$ cat src/hdl/bac_pkg.sv
package bac_pkg;

   localparam int WORD_BITS = 32;
   localparam int PRED_W    = 16;
   localparam int CNT_W     = 6;
   localparam int PROD_W    = WORD_BITS + PRED_W;

   // Item kinds carried on the request tuser
   typedef enum logic [1:0] {
      MODE_ENCODE  = 2'd0,
      MODE_FLUSH   = 2'd1,
      MODE_DECODE  = 2'd2,
      MODE_CODE_IN = 2'd3
   } mode_type;

   // Source of the response beat
   typedef enum logic [1:0] {
      EMIT_CODE,
      EMIT_DECODE,
      EMIT_PRELOAD
   } emit_kind_type;

   typedef struct packed {
      logic          latch;         // take a new item, clear the shift count
      logic          code_in;       // shift the request bit into the code window
      logic          mul;           // register span times prediction
      logic          split;         // clamp split point and narrow the interval
      logic          split_decode;  // pick the bit from the code window
      logic          shift;         // shift both bounds one place
      logic          emit;          // load the response register
      emit_kind_type emit_kind;
      logic          emit_last;
   } cmd_type;

   typedef struct packed {
      logic agree;         // top bits of low and high match
      logic agree_next;    // they still match after one more shift
      logic count_last;    // shift count is at its final bit
      logic count_full;    // shift count reached the word width
      logic preload_zero;  // code window fully preloaded
      logic out_free;      // response register can take a beat
   } status_type;

endpackage

$ cat src/hdl/bac_datapath.sv
module bac_datapath (
   input  logic                               clock,
   input  logic                               reset,
   input  logic                               req_bit,
   input  logic [bac_pkg::PRED_W-1:0]         req_pred,
   input  bac_pkg::cmd_type                   cmd,
   output bac_pkg::status_type                status,
   input  logic                               rsp_tready,
   output logic                               rsp_tvalid,
   output logic                               rsp_out_bit,
   output logic [bac_pkg::CNT_W-1:0]          rsp_count,
   output logic                               rsp_last
);

   localparam int W = bac_pkg::WORD_BITS;

   logic [W-1:0]                    low_ff, low_in;
   logic [W-1:0]                    high_ff, high_in;
   logic [W-1:0]                    window_ff, window_in;
   logic [bac_pkg::CNT_W-1:0]       preload_ff, preload_in;
   logic [bac_pkg::CNT_W-1:0]       count_ff, count_in;
   logic                            bit_ff, bit_in;
   logic [bac_pkg::PRED_W-1:0]      pred_ff, pred_in;
   logic [bac_pkg::PROD_W-1:0]      product_ff, product_in;
   logic                            dec_bit_ff, dec_bit_in;
   logic                            rsp_valid_ff, rsp_valid_in;
   logic                            rsp_bit_ff, rsp_bit_in;
   logic [bac_pkg::CNT_W-1:0]       rsp_count_ff, rsp_count_in;
   logic                            rsp_last_ff, rsp_last_in;

   logic [W-1:0] span;
   logic [W-1:0] split_raw;
   logic [W-1:0] split_hi;
   logic [W-1:0] split_pt;
   logic         chosen_bit;

   // Split point: low plus truncated share of the span, kept strictly inside
   always_comb begin
      span      = high_ff - low_ff;
      split_raw = product_ff[bac_pkg::PROD_W-1:bac_pkg::PRED_W] + low_ff;
      split_hi  = (high_ff <= split_raw) ? (high_ff - W'(1)) : split_raw;
      split_pt  = (low_ff >= split_hi) ? (low_ff + W'(1)) : split_hi;
      chosen_bit = cmd.split_decode ? (window_ff > split_pt) : bit_ff;
   end

   // Next values of the coder state
   always_comb begin
      low_in     = low_ff;
      high_in    = high_ff;
      window_in  = window_ff;
      preload_in = preload_ff;
      count_in   = count_ff;
      bit_in     = bit_ff;
      pred_in    = pred_ff;
      product_in = product_ff;
      dec_bit_in = dec_bit_ff;

      if (cmd.latch) begin
         bit_in   = req_bit;
         pred_in  = req_pred;
         count_in = '0;
      end
      if (cmd.code_in) begin
         window_in = {window_ff[W-2:0], req_bit};
         if (preload_ff != '0) begin
            preload_in = preload_ff - bac_pkg::CNT_W'(1);
         end
      end
      if (cmd.mul) begin
         product_in = bac_pkg::PROD_W'(span) * bac_pkg::PROD_W'(pred_ff);
      end
      if (cmd.split) begin
         dec_bit_in = chosen_bit;
         if (chosen_bit) begin
            low_in = split_pt + W'(1);
         end else begin
            high_in = split_pt;
         end
      end
      if (cmd.shift) begin
         low_in   = {low_ff[W-2:0], 1'b0};
         high_in  = {high_ff[W-2:0], 1'b1};
         count_in = count_ff + bac_pkg::CNT_W'(1);
      end
   end

   // Response register: load on emit, drop once taken
   always_comb begin
      rsp_valid_in = rsp_valid_ff;
      rsp_bit_in   = rsp_bit_ff;
      rsp_count_in = rsp_count_ff;
      rsp_last_in  = rsp_last_ff;
      if (cmd.emit) begin
         rsp_valid_in = 1'b1;
         rsp_last_in  = cmd.emit_last;
         unique case (cmd.emit_kind)
            bac_pkg::EMIT_CODE: begin
               rsp_bit_in   = high_ff[W-1];
               rsp_count_in = '0;
            end
            bac_pkg::EMIT_DECODE: begin
               rsp_bit_in   = dec_bit_ff;
               rsp_count_in = count_ff;
            end
            bac_pkg::EMIT_PRELOAD: begin
               rsp_bit_in   = 1'b0;
               rsp_count_in = preload_ff;
            end
            default: begin
               rsp_bit_in   = 1'b0;
               rsp_count_in = '0;
            end
         endcase
      end else if (rsp_tready) begin
         rsp_valid_in = 1'b0;
      end
   end

   always_ff @(posedge clock) begin
      if (reset) begin
         low_ff       <= '0;
         high_ff      <= '1;
         window_ff    <= '0;
         preload_ff   <= bac_pkg::CNT_W'(W);
         count_ff     <= '0;
         rsp_valid_ff <= 1'b0;
      end else begin
         low_ff       <= low_in;
         high_ff      <= high_in;
         window_ff    <= window_in;
         preload_ff   <= preload_in;
         count_ff     <= count_in;
         rsp_valid_ff <= rsp_valid_in;
      end
   end

   always_ff @(posedge clock) begin
      bit_ff       <= bit_in;
      pred_ff      <= pred_in;
      product_ff   <= product_in;
      dec_bit_ff   <= dec_bit_in;
      rsp_bit_ff   <= rsp_bit_in;
      rsp_count_ff <= rsp_count_in;
      rsp_last_ff  <= rsp_last_in;
   end

   // Status back to the controller
   always_comb begin
      status.agree        = (low_ff[W-1] == high_ff[W-1]);
      status.agree_next   = (low_ff[W-2] == high_ff[W-2]);
      status.count_last   = (count_ff == bac_pkg::CNT_W'(W - 1));
      status.count_full   = (count_ff == bac_pkg::CNT_W'(W));
      status.preload_zero = (preload_ff == '0);
      status.out_free     = !rsp_valid_ff || rsp_tready;
   end

   assign rsp_tvalid  = rsp_valid_ff;
   assign rsp_out_bit = rsp_bit_ff;
   assign rsp_count   = rsp_count_ff;
   assign rsp_last    = rsp_last_ff;

endmodule

$ cat src/hdl/bac_controller.sv
module bac_controller (
   input  logic                 clock,
   input  logic                 reset,
   input  logic                 req_tvalid,
   output logic                 req_tready,
   input  bac_pkg::mode_type    req_mode,
   input  bac_pkg::status_type  status,
   output bac_pkg::cmd_type     cmd
);

   typedef enum logic [3:0] {
      ST_IDLE,
      ST_ENC_MUL,
      ST_ENC_SPLIT,
      ST_ENC_SHIFT,
      ST_FLUSH,
      ST_DEC_PRE,
      ST_DEC_MUL,
      ST_DEC_SPLIT,
      ST_DEC_SHIFT
   } state_type;

   state_type state_ff, state_in;
   logic      enc_last;

   assign enc_last = status.count_last || !status.agree_next;

   // Sequence one item at a time
   always_comb begin
      state_in         = state_ff;
      cmd              = '0;
      cmd.emit_kind    = bac_pkg::EMIT_CODE;
      req_tready       = (state_ff == ST_IDLE);
      unique case (state_ff)
         ST_IDLE: begin
            if (req_tvalid) begin
               cmd.latch = 1'b1;
               unique case (req_mode)
                  bac_pkg::MODE_ENCODE:  state_in = ST_ENC_MUL;
                  bac_pkg::MODE_FLUSH:   state_in = ST_FLUSH;
                  bac_pkg::MODE_DECODE:
                     state_in = status.preload_zero ? ST_DEC_MUL : ST_DEC_PRE;
                  bac_pkg::MODE_CODE_IN: cmd.code_in = 1'b1;
                  default:               state_in = ST_IDLE;
               endcase
            end
         end
         ST_ENC_MUL: begin
            cmd.mul  = 1'b1;
            state_in = ST_ENC_SPLIT;
         end
         ST_ENC_SPLIT: begin
            cmd.split = 1'b1;
            state_in  = ST_ENC_SHIFT;
         end
         ST_ENC_SHIFT: begin
            // emit one code bit per shared top bit
            if (!status.agree) begin
               state_in = ST_IDLE;
            end else if (status.out_free) begin
               cmd.emit      = 1'b1;
               cmd.emit_last = enc_last;
               cmd.shift     = 1'b1;
               if (enc_last) begin
                  state_in = ST_IDLE;
               end
            end
         end
         ST_FLUSH: begin
            if (status.out_free) begin
               cmd.emit      = 1'b1;
               cmd.emit_last = status.count_last;
               cmd.shift     = 1'b1;
               if (status.count_last) begin
                  state_in = ST_IDLE;
               end
            end
         end
         ST_DEC_PRE: begin
            if (status.out_free) begin
               cmd.emit      = 1'b1;
               cmd.emit_kind = bac_pkg::EMIT_PRELOAD;
               cmd.emit_last = 1'b1;
               state_in      = ST_IDLE;
            end
         end
         ST_DEC_MUL: begin
            cmd.mul  = 1'b1;
            state_in = ST_DEC_SPLIT;
         end
         ST_DEC_SPLIT: begin
            cmd.split        = 1'b1;
            cmd.split_decode = 1'b1;
            state_in         = ST_DEC_SHIFT;
         end
         ST_DEC_SHIFT: begin
            // count shifts, then answer once
            if (status.agree && !status.count_full) begin
               cmd.shift = 1'b1;
            end else if (status.out_free) begin
               cmd.emit      = 1'b1;
               cmd.emit_kind = bac_pkg::EMIT_DECODE;
               cmd.emit_last = 1'b1;
               state_in      = ST_IDLE;
            end
         end
         default: state_in = ST_IDLE;
      endcase
   end

   always_ff @(posedge clock) begin
      if (reset) begin
         state_ff <= ST_IDLE;
      end else begin
         state_ff <= state_in;
      end
   end

endmodule

$ cat src/hdl/binary_arithmetic_coder.sv
// Carryless 32-bit binary arithmetic coder, encoder and decoder in one block.
// Each request beat carries a mode on req_tuser and a bit plus a 16-bit
// probability of zero on req_tdata. A coded-bit-in beat gives no response. An
// encode beat emits one code bit per response beat (0 to 32 response beats,
// the final one marked by rsp_tlast). A decode beat answers with one beat
// holding the decoded bit and the number of code bits to send next, which is
// the number of bound shifts it counts; before the 32-bit code window is
// preloaded it answers with the bits still missing. A flush beat emits 32
// code bits. The work is done by the registered 32x16 split multiply, the
// registered split clamp, and the single-place bound shifter; a stalled
// rsp_tready holds the shifter while encoding or flushing.
module binary_arithmetic_coder (
   input  logic        clock,
   input  logic        reset,
   input  logic        req_tvalid,
   output logic        req_tready,
   input  logic [23:0] req_tdata,   // [0] data_bit, [16:1] prediction, rest zero
   input  logic [1:0]  req_tuser,   // [1:0] mode
   output logic        rsp_tvalid,
   input  logic        rsp_tready,
   output logic [7:0]  rsp_tdata,   // [0] out_bit, [6:1] shifts_needed, rest zero
   output logic        rsp_tlast
);

   bac_pkg::cmd_type               cmd;
   bac_pkg::status_type            status;
   bac_pkg::mode_type              req_mode;
   logic                           rsp_out_bit;
   logic [bac_pkg::CNT_W-1:0]      rsp_count;

   assign req_mode  = bac_pkg::mode_type'(req_tuser);
   assign rsp_tdata = {1'b0, rsp_count, rsp_out_bit};

   bac_controller u_controller (
      .clock      (clock),
      .reset      (reset),
      .req_tvalid (req_tvalid),
      .req_tready (req_tready),
      .req_mode   (req_mode),
      .status     (status),
      .cmd        (cmd)
   );

   bac_datapath u_datapath (
      .clock       (clock),
      .reset       (reset),
      .req_bit     (req_tdata[0]),
      .req_pred    (req_tdata[16:1]),
      .cmd         (cmd),
      .status      (status),
      .rsp_tready  (rsp_tready),
      .rsp_tvalid  (rsp_tvalid),
      .rsp_out_bit (rsp_out_bit),
      .rsp_count   (rsp_count),
      .rsp_last    (rsp_tlast)
   );

endmodule
$ cat config.mk
export PLATFORM = sky130hd
export DESIGN_NAME = binary_arithmetic_coder
export DESIGN_NICKNAME = d
export VERILOG_FILES = /design/src/hdl/bac_pkg.sv /design/src/hdl/bac_datapath.sv /design/src/hdl/bac_controller.sv /design/src/hdl/binary_arithmetic_coder.sv
export SDC_FILE = /design/constraint.sdc
export NUM_CORES = 2
export LEC_CHECK = 0
export BUFFER_PORTS_ARGS = -buffer_cell sky130_fd_sc_hd__buf_2
export CORE_MARGIN = 2
export CORE_UTILIZATION = 70
export CTS_BUF_LIST = sky130_fd_sc_hd__clkbuf_4 sky130_fd_sc_hd__clkbuf_8
export DETAILED_ROUTE_END_ITERATION = 8
export PLACE_DENSITY = 0.87
export RECOVER_POWER = 25
export SYNTH_ARGS = -nofsm -noshare
export SYNTH_HDL_FRONTEND = slang
export SYNTH_SLANG_ARGS = --single-unit
$ cat constraint.sdc
create_clock -name clock -period 20 [get_ports clock]
set_input_delay 1 -clock clock [delete_from_list [all_inputs] [get_ports clock]]
set_output_delay 1 -clock clock [all_outputs]
set_load 0.02 [all_outputs]
# == After elaboration in Yosys (flattened, before gate mapping) ==
# Index checks and enable logic that the tools add are counted.
# op_classes
n_addsub,7
multipliers,1
magnitude_cmp,3
eq_ne,25
muxes,45
bitwise_logic,1
n_reduce_logical,24
# op_table
operator,count
$mux W32,8
$add A32 B1 Y32 const B,2
$mul A32 B16 Y48,1
$mux W4,11
$pmux W4 S9,1
$add A32 B32 Y32,1
$ge A32 B32 Y1,1
$gt A32 B32 Y1,1
$le A32 B32 Y1,1
$sub A32 B1 Y32 const B,1
$sub A32 B32 Y32,1
$eq A4 B3 Y1 const B,4
$mux W6,2
$pmux W4 S3,1
$pmux W6 S2,1
$mux W1,11
$mux W2,5
$reduce_and A2 Y1,5
$eq A4 B2 Y1 const B,2
$ne A2 B2 Y1 const B,4
$pmux W1 S4,2
$reduce_bool A2 Y1,4
$reduce_and A7 Y1,1
$add A6 B1 Y6 const B,1
23 further kinds,34
# totals
register_bits,187
in_bits,30
word_cells,122

# == Longest topological paths before layout ==
# depth
word_depth,10
mapped_depth,56

# == Hierarchy ==
# Synthesis repeated with hierarchy kept, for this count alone.
# unflattened
cells_unflattened,3579
hier_area_um2,30282.8
# modules_own_cells
mod,n_inst,cells_per_inst,area_each_um2,seq_area_each_um2
bac_datapath,1,3510,29721.0,3923.8
bac_controller,1,66,543.0,80.1
binary_arithmetic_coder,1,3,18.8,0.0

# == Least setup slack after synthesis ==
# No wires, ideal clock.
# synth_timing
path_type,register -> register
start,reg u_datapath.low_ff[0]
end,reg u_datapath.high_ff[4]
setup_time_ps,152
arrival_ps,10455
required_ps,19848
setup_slack_ps,9393
path_stages_with_launch,51
path_buffers,10
path_cell_list,dfxtp_1 > ha_1 > inv_1 > fa_1 > nand2b_1 > a21oi_2 > o2111ai_2 > a211o_2 > nand3_1 > nand4_1 > and4b_1 > a2111oi_0 > ha_1 > and4_1 > nand2_1 > or3_1 > o21ai_0 > nor3_1 > [15 not listed] > clkbuf_1 > buf_1 > clkbuf_1 > mux2_2 > ha_1 > nand4_1 > or2_2 > nor3_1 > nand3_1 > nand3_1 > o21a_1 > o211ai_1 > nand2b_1 > and2_0 > clkbuf_1 > clkbuf_1 > a221oi_1 > o21ai_0
# synth_via
elab_chain_cells,9
word_cells_on_any_way,13
classes_between,add/sub (2); order compare (3); eq/ne (1); mux (6); reduce/logical (1)
# synth_lines
item,line,rtl
from (decl),bac_datapath.sv:17,"logic [W-1:0] low_ff, low_in;"
from (signal assigned),bac_datapath.sv:128,low_ff <= low_in;
$add A32 B32 Y32,bac_datapath.sv:40,split_raw = product_ff[bac_pkg::PROD_W-1:bac_pkg::PRED_W] + low_ff;
$le A32 B32 Y1,bac_datapath.sv:41,split_hi = (high_ff <= split_raw) ? (high_ff - W'(1)) : split_raw;
$mux W32,bac_datapath.sv:41,
$ge A32 B32 Y1,bac_datapath.sv:42,split_pt = (low_ff >= split_hi) ? (low_ff + W'(1)) : split_hi;
$mux W32 *,bac_datapath.sv:42,
$gt A32 B32 Y1 *,bac_datapath.sv:43,chosen_bit = cmd.split_decode ? (window_ff > split_pt) : bit_ff;
$mux W1 *,bac_datapath.sv:43,
net u_datapath.chosen_bit,bac_datapath.sv:35,logic chosen_bit;
$ne A2 B2 Y1 (no source line) *,--,
$reduce_and A2 Y1 (no source line) *,--,
to (signal assigned),bac_datapath.sv:129,high_ff <= high_in;
to (decl),bac_datapath.sv:18,"logic [W-1:0] high_ff, high_in;"
# The timed path passes the listed nets; every way through them passes the cells marked *. The select of a mux whose other input is x is not followed.
# A chain may end at the register's enable or synchronous reset.

# == Worst setup path after layout ==
# layout_timing
start,reg u_datapath.low_ff[1]
end,reg u_datapath.low_ff[30]
# layout_via
elab_chain_cells,9
word_cells_on_any_way,14
classes_between,add/sub (3); order compare (3); mux (6); reduce/logical (2)
# layout_lines
item,line
$add A32 B32 Y32,bac_datapath.sv:40
$le A32 B32 Y1,bac_datapath.sv:41
$mux W32,bac_datapath.sv:41
$ge A32 B32 Y1,bac_datapath.sv:42
$mux W32 *,bac_datapath.sv:42
$gt A32 B32 Y1 *,bac_datapath.sv:43
$mux W1 *,bac_datapath.sv:43
net u_datapath.chosen_bit,bac_datapath.sv:35
$reduce_bool A2 Y1 (no source line) *,--
$reduce_and A2 Y1 (no source line) *,--
# Marks and branches as above.

==> impl_metrics.py <==
metrics = {
    "detailed_routing": {
        "via_count": 25900,
        "route.final.wire_length_mm": 82.8,
        "vias_per_cell": 6.50,
        "drt_pre_antenna_iters": 7,
        "drt_iter0_markers": 2732,
        "drcViolationCount": 0,
        "remaining_number_of_nets_flagged_by_the_antenna_check_after_routing": 0,
        "drt-wirelength-per-cell_um": 20.8,
    },
    "synth": {
        "synthDistinctLibCells": 94,
        "synth_top_area_cell": "fa_1",
        "postSynthCellCount": 3484,
        "synth_top_cell_area_share_pct": 28.1,
        "post_synth_instance_area_um2": 29900,
        "netlist_top_cells_count": "511 x nand2_1, 480 x inv_1, 419 x fa_1",
        "yosys_register_bits": 171,
        "synth-main-ff-cell": "dfxtp_1",
        "yosys_warnings": 0,
        "netlist_top_cells_area": "fa_1 28%, ha_1 12%, dfxtp_1 7.6%, nand2_1 6.4%, inv_1 6.0%",
        "syn_avg_cell_area_um2": 8.58,
        "mappedNetlistNets": 4221,
        "proportion_of_synthesized_chip_area_in_sequential_cells_pct": 13.4,
        "synth_async_sr_flop_share_pct": 0,
        "count_of_flip_flops_with_a_built_in_enable_after_synthesis": 58,
        "synthMostInstantiatedCell": "nand2_1",
    },
    "die": {
        "die_area_um2": 44400,
        "initial_core_utilization_pct": 71.1,
        "die_height_um": 211,
        "floorplan.core_area_um2": 42000,
        "floorplan.io_pins": 41,
        "rows": 75,
        "die_w_um": 211,
    },
    "placed_design": {
        "routabilityCongestion": 1.03,
        "place.detailed.hpwl_mm": 63.1,
        "portBuffers": 32,
        "place_worst_setup_slack_ps": 7330,
    },
    "flow_run": {
        "max_cap_violations": 1,
    },
    "sta": {
        "hold_slack_ps": 476,
        "timing.max_slew.rel_slack_pct": -132,
        "max_freq_mhz": 76.4,
        "timing.setup.tns_ps": 0,
        "timing.final.hold_violations": 0,
        "timing.clock.skew_ps": 22.2,
        "grt_setup_unrepaired": "false",
        "timing_max_transition_violations_final": 33,
        "final_worst_setup_slack_ps": 6910,
        "tightest_slew_ps": 3490,
        "period_share_pct": 65.4,
        "report.final.setup_viol": 0,
        "post-route-min-period_ps": 13090,
    },
    "clock_tree": {
        "worst_path_clk_slew_ps": 100,
        "clk_buf_depth": 2,
        "cts_tree": "yes",
        "cts_hold_repair.buffers": 0,
        "post-cts-setup-buffers": 0,
        "cts_htree_levels": 4,
        "insertion_delay_ps": 530,
        "cts_root_buf": "clkbuf_8",
        "clock_sink_count": 171,
        "cts-resized-gates": 0,
        "cts_buffers": 17,
    },
    "critical_path": {
        "rr_worst_depth": 44,
        "startpoint_type": "flop",
        "critPathCaptureType": "flop",
        "critical_path.max_fanout": 56,
        "cp.required_ps": 20470,
        "timing.critical_path.arrival_ps": 13560,
        "critPathSlowestCell": "a2111oi_0",
        "class_of_the_most_critical_setup_path": "reg -> reg",
        "max_stage_delay_ps": 840,
    },
    "global_routing": {
        "grt_max_degree": 89,
        "antenna_found_initial": 2,
        "globalRoute.totalOverflow": 0,
        "grtUsageTotal_pct": 38.8,
        "via_count_of_the_first_global_routing_pass": 27300,
        "grt_pass1_wl_mm": 136,
    },
    "status": {
        "violations": "max-capacitance violations, max-slew violations",
        "status": "complete, but fails checks",
    },
    "finish": {
        "number_of_inserted_filler_cells_in_the_final_layout": 2983,
        "nNetsFinal": 4163,
        "drive_above_1_share_pct": 5.15,
        "flow.area_growth_from_synthesis_pct": 3.60,
    },
    "hold_path": {
        "hold_path_class": "reg -> reg",
        "min_delay_path_depth": 2,
    },
}
## cell usage in the layout (no fill, tap or decap), types with 60 or more instances in the layout
cell,n
nand2_1,511
inv_1,480
fa_1,419
ha_1,288
and2_1,166
nor2_1,160
a21oi_1,155
dfxtp_1,113
xnor2_1,101
o21ai_0,86
a21o_1,60
buf_4,60
## cell type report
type / instances / area (um2) / area share, %
clock buffers: 20 / 263 / 0.848
clock inverters: 12 / 154 / 0.497
flip-flops and latches: 171 / 4000 / 12.9
well taps: 539 / 674 / 2.18
inverters: 480 / 1800 / 5.82
diodes: 1 / 2.50 / 0.00808
multi-input cells: 2665 / 23500 / 75.8
repair buffers: 91 / 592 / 1.91
## sequential cells by signal (all words and copies together), names as in the netlist
register / count
u_datapath.rsp_out_bit: 1
u_datapath.product_ff: 32
u_datapath.pred_ff: 16
u_datapath.rsp_tvalid: 1
u_datapath.dec_bit_ff: 1
u_datapath.window_ff: 32
u_datapath.rsp_last: 1
u_datapath.rsp_count: 6
u_datapath.preload_ff: 6
u_datapath.count_ff: 6
u_datapath.bit_ff: 1
u_datapath.high_ff: 32
u_datapath.low_ff: 32
u_controller.state_ff: 4
## worst max-delay path, delay by kind of cell, from the launching register on
kind,cells,cell delay (ps)
AO/OA/AOI/OAI,19,4850
adder cells (fa/ha/maj),4,1400
buffers and inverters,3,1110
flip-flops,1,620
AND/OR/NAND/NOR,18,4970
## layer usage
layer	vias to the layer above	global-route usage, %	share of wire [%]
met3	373	6.87	10
met5	-	0	0
li1	11400	-	-
met4	0	20.2	5.5
met1	12500	49.0	38
met2	1566	64.1	47
## metrics by stage
stage,instances,area (um2),utilization [%]
final,3979,31000,73.7
after CTS,3978,31000,73.7
after global routing,3979,31000,73.7
after global placement,3946,30600,72.7
after detailed placement,3946,30600,72.7
after floorplan,3484,29900,-
## logic make-up (layout without fill, tap and decap cells)
| family | Yosys count | in the layout | synth area share (%) |
|---|---|---|---|
| flops | 171 | 171 | 13.4 |
| xor+xnor | 159 | 159 | 4.66 |
| buf+inv | 648 | 603 | 8.31 |
| other cells | 1 | 2 | 0.0125 |
| mux | 18 | 18 | 0.657 |
| fa+ha+maj | 707 | 707 | 40.1 |
| simple gates | 1196 | 1196 | 19.6 |
| compound gates | 584 | 584 | 13.2 |
## path summary, 6_finish.rpt
kind                                  from                        to  slack [ps]
setup / recovery      u_datapath.low_ff[1]     u_datapath.low_ff[30]        6910
hold / removal    u_datapath.window_ff[31]  u_datapath.window_ff[31]         480
setup reg to reg      u_datapath.low_ff[1]     u_datapath.low_ff[30]        6910
hold reg to reg   u_datapath.window_ff[31]  u_datapath.window_ff[31]         480
Power is left out: the tool's default activity adds up to more than one toggle a clock period on the data nets, which glitch-free logic cannot reach.
